**src/hw/rtl/urc_pkg.sv**
```systemverilog
// Shared types and constants for the ultrasonic range controller.
// No dependencies.
package urc_pkg;

	localparam int TRIG_W          = 8;
	localparam int DIST_W          = 29;
	localparam int COUNT_WIDTH_DEF = 24;
	localparam int PADDR_W         = 3;
	localparam int PDATA_W         = 32;
	localparam int IN_TDATA_W      = 8;
	localparam int OUT_TDATA_W     = 40;

	localparam logic [TRIG_W-1:0] TRIG_RESET = 8'd10;
	localparam logic [DIST_W-1:0] DIST_RESET = 29'd400000;

	// register index, taken from paddr[2]
	localparam logic REG_TRIGGER_TICKS = 1'b0;
	localparam logic REG_MAX_DISTANCE  = 1'b1;

	typedef struct packed {
		logic [TRIG_W-1:0] trigger_ticks;
		logic [DIST_W-1:0] range_limit;
	} cfg_t;

	typedef struct packed {
		logic              out_of_range;
		logic [DIST_W-1:0] distance;
		logic              result_valid;
		logic              busy_res;
		logic              trigger_level;
	} res_t;

endpackage

```
**src/hw/rtl/urc_apb_regs.sv**
```systemverilog
// APB register file: trigger length and distance limit.
// Depends on urc_pkg.
module urc_apb_regs import urc_pkg::*; (
	input  logic               clk,
	input  logic               arst_n,
	input  logic               psel,
	input  logic               penable,
	input  logic               pwrite,
	input  logic [PADDR_W-1:0] paddr,
	input  logic [PDATA_W-1:0] pwdata,
	output logic [PDATA_W-1:0] prdata,
	output logic               pready,
	output cfg_t               cfg
);

	logic [TRIG_W-1:0] trig_q;
	logic [DIST_W-1:0] maxd_q;
	logic              wr_en;

	assign pready = 1'b1;
	assign wr_en  = psel && penable && pwrite;

	always_ff @(posedge clk or negedge arst_n) begin
		if (!arst_n) begin
			trig_q <= TRIG_RESET;
			maxd_q <= DIST_RESET;
		end else if (wr_en) begin
			case (paddr[2])
				REG_TRIGGER_TICKS: trig_q <= pwdata[TRIG_W-1:0];
				REG_MAX_DISTANCE:  maxd_q <= pwdata[DIST_W-1:0];
				default:           ;
			endcase
		end
	end

	always_comb begin
		case (paddr[2])
			REG_TRIGGER_TICKS: prdata = {{(PDATA_W-TRIG_W){1'b0}}, trig_q};
			REG_MAX_DISTANCE:  prdata = {{(PDATA_W-DIST_W){1'b0}}, maxd_q};
			default:           prdata = '0;
		endcase
	end

	assign cfg.trigger_ticks = trig_q;
	assign cfg.range_limit   = maxd_q;

endmodule

```
**src/hw/rtl/urc_ping_fsm.sv**
```systemverilog
// Ping sequencer: trigger pulse, echo edge detect, width count and distance.
// Depends on urc_pkg.
module urc_ping_fsm import urc_pkg::*; #(
	parameter int COUNT_WIDTH = COUNT_WIDTH_DEF
) (
	input  logic clk,
	input  logic arst_n,
	input  logic en,
	input  logic command,
	input  logic echo_level,
	input  cfg_t cfg,
	output res_t res
);

	localparam int PROD_W = (COUNT_WIDTH + 5 > DIST_W) ? COUNT_WIDTH + 5 : DIST_W;

	typedef enum logic [3:0] {
		PH_IDLE = 4'b0001,
		PH_TRIG = 4'b0010,
		PH_WAIT = 4'b0100,
		PH_MEAS = 4'b1000
	} phase_t;

	phase_t                 phase_q, phase_d;
	logic [COUNT_WIDTH-1:0] cnt_q, cnt_d, cnt_inc;
	logic                   echo_prev_q;
	logic [DIST_W-1:0]      dist_q, dist_d;
	logic                   flag_q, flag_d;
	logic                   trig, done;
	logic [PROD_W-1:0]      cnt_ext, prod, maxd_ext;

	assign cnt_inc  = (&cnt_q) ? cnt_q : cnt_q + 1'b1;
	assign cnt_ext  = PROD_W'(cnt_q);
	// x17 = x16 + x
	assign prod     = (cnt_ext << 4) + cnt_ext;
	assign maxd_ext = PROD_W'(cfg.range_limit);

	always_comb begin
		phase_d = phase_q;
		cnt_d   = cnt_q;
		dist_d  = dist_q;
		flag_d  = flag_q;
		trig    = 1'b0;
		done    = 1'b0;
		case (phase_q)
			PH_IDLE: begin
				if (command) begin
					phase_d = PH_TRIG;
					cnt_d   = COUNT_WIDTH'(1);
					trig    = 1'b1;
				end
			end
			PH_TRIG: begin
				if (cnt_q >= COUNT_WIDTH'(cfg.trigger_ticks)) begin
					phase_d = PH_WAIT;
					cnt_d   = '0;
				end else begin
					cnt_d = cnt_inc;
					trig  = 1'b1;
				end
			end
			PH_WAIT: begin
				if (echo_level && !echo_prev_q) begin
					phase_d = PH_MEAS;
					cnt_d   = COUNT_WIDTH'(1);
				end
			end
			PH_MEAS: begin
				if (echo_level) begin
					cnt_d = cnt_inc;
				end else begin
					if (prod <= maxd_ext) begin
						dist_d = prod[DIST_W-1:0];
						flag_d = 1'b0;
					end else begin
						dist_d = '0;
						flag_d = 1'b1;
					end
					phase_d = PH_IDLE;
					cnt_d   = '0;
					done    = 1'b1;
				end
			end
			default: begin
				phase_d = PH_IDLE;
				cnt_d   = '0;
			end
		endcase
	end

	always_ff @(posedge clk or negedge arst_n) begin
		if (!arst_n) begin
			phase_q     <= PH_IDLE;
			cnt_q       <= '0;
			echo_prev_q <= 1'b0;
			dist_q      <= '0;
			flag_q      <= 1'b0;
		end else if (en) begin
			phase_q     <= phase_d;
			cnt_q       <= cnt_d;
			echo_prev_q <= echo_level;
			dist_q      <= dist_d;
			flag_q      <= flag_d;
		end
	end

	assign res.trigger_level = trig;
	assign res.busy_res      = (phase_d != PH_IDLE);
	assign res.result_valid  = done;
	assign res.distance      = dist_d;
	assign res.out_of_range  = flag_d;

endmodule

```
**src/hw/rtl/ultrasonic_range_controller_top.sv**
```systemverilog
// Ultrasonic range controller: input stage, ping sequencer and result register.
// A tick word is registered in the input stage, its result in the result
// register. Throughput: one tick word per cycle unless m_tready stalls the
// output; sequencer and x17 distance path are combinational between them.
// Reset (arst_n low, asynchronous): idle, counts and last result cleared,
// trigger_ticks = 10, max_distance = 400000. Depends on urc_pkg.
module ultrasonic_range_controller_top import urc_pkg::*; #(
	parameter int COUNT_WIDTH = COUNT_WIDTH_DEF
) (
	input  logic                   clk,
	input  logic                   arst_n,
	input  logic                   s_tvalid,
	output logic                   s_tready,
	input  logic [IN_TDATA_W-1:0]  s_tdata,   // [0] command, [1] echo_level
	output logic                   m_tvalid,
	input  logic                   m_tready,
	// [0] trigger_level, [1] busy_res, [2] result_valid, [31:3] distance,
	// [32] out_of_range
	output logic [OUT_TDATA_W-1:0] m_tdata,
	input  logic                   psel,
	input  logic                   penable,
	input  logic                   pwrite,
	input  logic [PADDR_W-1:0]     paddr,
	input  logic [PDATA_W-1:0]     pwdata,
	output logic [PDATA_W-1:0]     prdata,
	output logic                   pready
);

	cfg_t cfg;
	res_t res;
	res_t res_q;
	logic valid_s1, cmd_s1, echo_s1;
	logic out_valid_q;
	logic adv, step;

	urc_apb_regs u_regs (
		.clk     (clk),
		.arst_n  (arst_n),
		.psel    (psel),
		.penable (penable),
		.pwrite  (pwrite),
		.paddr   (paddr),
		.pwdata  (pwdata),
		.prdata  (prdata),
		.pready  (pready),
		.cfg     (cfg)
	);

	assign adv      = !out_valid_q || m_tready;
	assign step     = valid_s1 && adv;
	assign s_tready = !valid_s1 || adv;

	urc_ping_fsm #(
		.COUNT_WIDTH (COUNT_WIDTH)
	) u_fsm (
		.clk        (clk),
		.arst_n     (arst_n),
		.en         (step),
		.command    (cmd_s1),
		.echo_level (echo_s1),
		.cfg        (cfg),
		.res        (res)
	);

	always_ff @(posedge clk or negedge arst_n) begin
		if (!arst_n) begin
			valid_s1    <= 1'b0;
			out_valid_q <= 1'b0;
		end else begin
			if (s_tvalid && s_tready)
				valid_s1 <= 1'b1;
			else if (adv)
				valid_s1 <= 1'b0;
			if (adv)
				out_valid_q <= valid_s1;
		end
	end

	always_ff @(posedge clk) begin
		if (s_tvalid && s_tready) begin
			cmd_s1  <= s_tdata[0];
			echo_s1 <= s_tdata[1];
		end
		if (step)
			res_q <= res;
	end

	assign m_tvalid = out_valid_q;
	assign m_tdata  = {{(OUT_TDATA_W-$bits(res_t)){1'b0}}, res_q};

endmodule

```
**config.mk**
```make
export PLATFORM = sky130hd
export DESIGN_NAME = ultrasonic_range_controller_top
export DESIGN_NICKNAME = d
export VERILOG_FILES = /design/src/hw/rtl/urc_pkg.sv /design/src/hw/rtl/urc_apb_regs.sv /design/src/hw/rtl/urc_ping_fsm.sv /design/src/hw/rtl/ultrasonic_range_controller_top.sv
export SDC_FILE = /design/constraint.sdc
export NUM_CORES = 1
export LEC_CHECK = 0
export ABC_CLOCK_PERIOD_IN_PS = 6040
export BUFFER_PORTS_ARGS = -buffer_cell sky130_fd_sc_hd__buf_4
export CAP_MARGIN = 5
export CORE_ASPECT_RATIO = 1.75
export CORE_MARGIN = 2
export CORE_UTILIZATION = 58
export DETAILED_ROUTE_END_ITERATION = 16
export GPL_TIMING_DRIVEN = 0
export MAX_ROUTING_LAYER = met4
export PLACE_DENSITY = 0.78
export SLEW_MARGIN = 20
export SYNTH_ARGS = -nofsm -noshare
export SYNTH_HDL_FRONTEND = slang
export SYNTH_SLANG_ARGS = --single-unit
```
**constraint.sdc**
```tcl
create_clock -name clk -period 6.04 [get_ports clk]
set_input_delay 0.302 -clock clk [delete_from_list [all_inputs] [get_ports clk]]
set_output_delay 0.302 -clock clk [all_outputs]
set_load 0.02 [all_outputs]
```
==> results by group <==
Global routing
  • Via count of the first global-routing pass: around 6.7k
  • Global-route wire length before repair: ~32000 µm
  • Global route total overflow: 0
  • Total Routing Usage GR: between 20% and 30%
  • Number of antenna violations at the first check in global routing: 0
  • Maximum number of pins on one net before global-route repair: ~100

Timing
  • # setup viols final: 0
  • Pin slew with the least headroom to its limit: 908.7 ps
  • Max Slew Vio Count: 0
  • Crit path time final: roughly 5400 ps
  • Worst-case headroom to the max-slew limit: between 30% and 40%
  • Worst clock skew on the final layout: between 10 and 15 ps
  • Sum Neg Setup Slack: 0 ps
  • Hold violation count in the final report: 12
  • WHS: -21.37 ps
  • Setup repair after global routing missed its margin: no
  • Peak clock frequency supported by timing: between 150 and 200 MHz
  • Post-route clock period utilization: between 80 and 90%

Detailed routing
  • Via total after detailed routing: roughly 6.6k
  • Detailed-route DRC error count: 0
  • Total Routed Length: 19860 µm
  • Remaining number of nets flagged by the antenna check after routing: 0
  • Number of detailed-route iterations in the first pass: 5
  • Post-DR wirelength/cell: ~17 µm
  • 1st-iter DRT viols: 316
  • Post-detailed-route via-to-cell ratio: approximately 5.8

Worst setup path
  • Buffers plus inverters on the worst setup path: 2
  • Cell depth of the worst flop-to-flop path: 18
  • Number of cells on the critical path: 18
  • Highest cell delay on the worst timing path: ~520 ps
  • Endpoint arrival time on the critical path: between 5000 and 6000 ps
  • CP Data Required Time: 6190 ps
  • Crit path max-delay cell type: dfrtp_1
  • Worst-path fanout max: 10
  • List of cells traversed by the critical path: ha_1, fa_1, a211oi_2, o21ai_1, o211a_2, o41ai_4, o21ai_0, a21oi_1, nor2_1, ha_1, nand4_1, nor3_1, a21boi_0, a22oi_1, o21ai_1, buf_2, clkbuf_1, o31ai_1
  • Worst Setup Path Type: reg2reg
  • Setup crit start kind: register
  • Cell family contributing the most delay on the critical path: compound AO/OA/AOI/OAI gates
  • Category of the worst setup path capture point: register

Clock tree
  • Clock transition at the registers of the reported paths: 60 ps
  • Root Buffer Master: clkbuf_16
  • Deepest clock path buffer count: 2
  • Count of clock tree sinks: 133
  • Clock latency on the worst-skew pair: between 400 and 500 ps
  • Post-CTS setup-driven buffer insertion count: 0
  • Number of gates given a new drive strength after cts: 0
  • CTS Hold Bufs: 0
  • CTS tree: yes
  • Num CTS Buffers: 17
  • # H-tree levels: 4

Yosys
  • Register bit total from synthesis: about 130
  • Share of synthesized registers carrying an async set or reset: 73.68%
  • Sequential fraction of the synthesis area: 42.74%
  • Largest cells by area after synthesis: dfrtp_1 27%, edfxtp_1 13%, ha_1 8.8%
  • Post-synth EDFFs: 35
  • Yosys warning count: 0
  • Area share of the largest cell type after synthesis: a little over a quarter
  • Count of distinct cell types in the synthesized netlist: 70
  • Most frequently used cell type in the post-synthesis netlist: dfrtp_1
  • Commonest cells in the synthesized netlist: 89 x dfrtp_1, 75 x nand2_1, 59 x mux2_2
  • Netlist area before placement: 0.008223 mm²
  • Synthesized netlist cell count: roughly 820
  • Average instance area after synthesis: ~10 µm²
  • Commonest register cell after synthesis: dfrtp_1
  • Cell type with the largest total area after synthesis: dfrtp_1

Pwr
  • Combinational share of power: about 20%
  • Sw Ratio: roughly a third
  • Fraction of power consumed by sequential logic: between 40% and 50%
  • Largest voltage drop on the vdd net: ~0.17 mV
  • Net switching power figure: a little over 800 µW
  • Int Power: ~1.8 mW
  • Leakage power: 4.758 nW
  • Areal power density over the cells: between 200 and 300 mW/mm²
  • Post-layout total power: ~2.6 mW
  • Fraction of power consumed by the clock network: a little under two fifths

Die
  • Io pins: about 130
  • Die width: about 94 µm
  • Site row count: 57
  • Floorplan die area: between 0.015 and 0.02 mm²
  • Initial standard-cell utilization of the core: approximately three fifths
  • Die Height: ~160 µm
  • Core Footprint: between 0.01 and 0.015 mm²

Finish
  • Filler-free cell count of the finished design: approximately 1.1k
  • Area overhead of the layout relative to synthesis: 19.28%
  • Number of nets in the finished design: about 1.1k
  • # diodes: 0
  • Share of final-layout standard cells stronger than drive strength 1: approximately 25%
  • Core occupancy in the finished layout: a little over two thirds

Placement
  • HPWL Detailed: roughly 15000 µm
  • Post-placement cell count: about 1.1k
  • GP Congestion: roughly 0.96
  • Port buffer count: roughly 100

Worst hold path
  • Type of the most critical hold path: in2async

Outcome
  • Violations in the final reports: hold timing
  • Run status: finished with violations

Run
  • Count of maximum capacitance violations: 0
[power by group through the flow]
stage                     sequential (mW)  combinational [mW]  clock (mW)
after floorplan                      1.11               0.331           0
after global placement               1.11               0.524           0
after detailed placement             1.11               0.538           0
after CTS                            1.10               0.543        1.01
after global routing                 1.11               0.594        1.04
final                                1.10               0.538       0.996
[state kept, by name (all words and copies together) (netlist names)]
register,cells
m_tdata,33
u_regs.trig_q,8
m_tvalid,1
u_regs.maxd_q,29
u_fsm.dist_q,29
u_fsm.cnt_q,24
valid_s1,1
u_fsm.phase_q,4
u_fsm.flag_q,1
u_fsm.echo_prev_q,1
echo_s1,1
cmd_s1,1
[layout by cell type (no fill, tap or decap), types with 11 or more instances in the layout]
cell,n
conb_1,11
o31ai_1,14
nand3_1,25
nand2_1,75
inv_1,55
buf_4,114
and2_1,25
clkbuf_16,17
nand4_1,15
nand2b_1,19
mux2_2,59
o21ai_0,29
dfrtp_1,89
xor2_1,17
a21oi_1,36
o21ai_1,20
ha_1,58
a21o_1,15
nor2_1,47
xnor2_1,20
edfxtp_1,35
clkbuf_1,20
[cells by family (layout without fill, tap and decap cells)]
family,Yosys count,after routing,synth area share [%]
AOI/OAI and AO/OA,168,168,13.62
xor gates and xnor gates,37,37,3.941
adders and majority gates,59,59,9.069
buffers and inverters,96,230,5.036
DFF,133,133,42.74
muxes,63,63,8.582
other,2,11,0.09133
and+or+nand+nor,264,264,16.92
[metrics by stage]
step	setup WS, ps	area, µm²
final	632.3	9808
after global routing	388.1	9808
after CTS	693.0	9808
after detailed placement	772.6	9248
after global placement	824.8	9244
after floorplan	1739	8257
[worst reg2reg max path, stage by stage, from the launching register on]
cell	delay (ps)
dfrtp_1	520
ha_1	320
fa_1	450
a211oi_2	280
o21ai_1	120
o211a_2	160
o41ai_4	520
o21ai_0	180
a21oi_1	270
nor2_1	70
ha_1	300
nand4_1	130
nor3_1	520
a21boi_0	250
a22oi_1	110
o21ai_1	150
buf_2	240
clkbuf_1	410
o31ai_1	150
[final cells by class]
type / instances / area [µm²]
buffer: 39 / 200.2
fill: 1093 / 4099
clock inverter: 15 / 135.1
clock buffer: 17 / 425.4
timing repair buffer: 102 / 769.5
sequential: 133 / 3515
inverter: 57 / 214.0
multi-input combinational: 602 / 4328
tap: 177 / 221.5
[layer usage]
layer / track usage [%] / wire length [µm] / vias to the layer above
li1: - / - / 3170
met1: 29.17 / 7269 / 3211
met2: 50.00 / 10970 / 184
met3: 3.965 / 682 / 56
met4: 15.22 / 941 / 0
met5: - / 0 / -
[worst paths after layout]
| path | from | to | slack (ps) |
|---|---|---|---|
| setup / recovery | u_fsm.cnt_q[0] | m_tdata[18] | 630 |
| hold / removal | arst_n | u_regs.trig_q[0] | -20 |
| setup reg to reg | u_fsm.cnt_q[0] | m_tdata[18] | 630 |
| hold reg to reg | u_fsm.dist_q[14] | u_fsm.dist_q[14] | 480 |
| max in group asynchronous | arst_n | u_regs.maxd_q[22] | 5450 |
| min in group clk | s_tdata[1] | echo_s1 | 40 |
(Power assumes the default switching activity.)
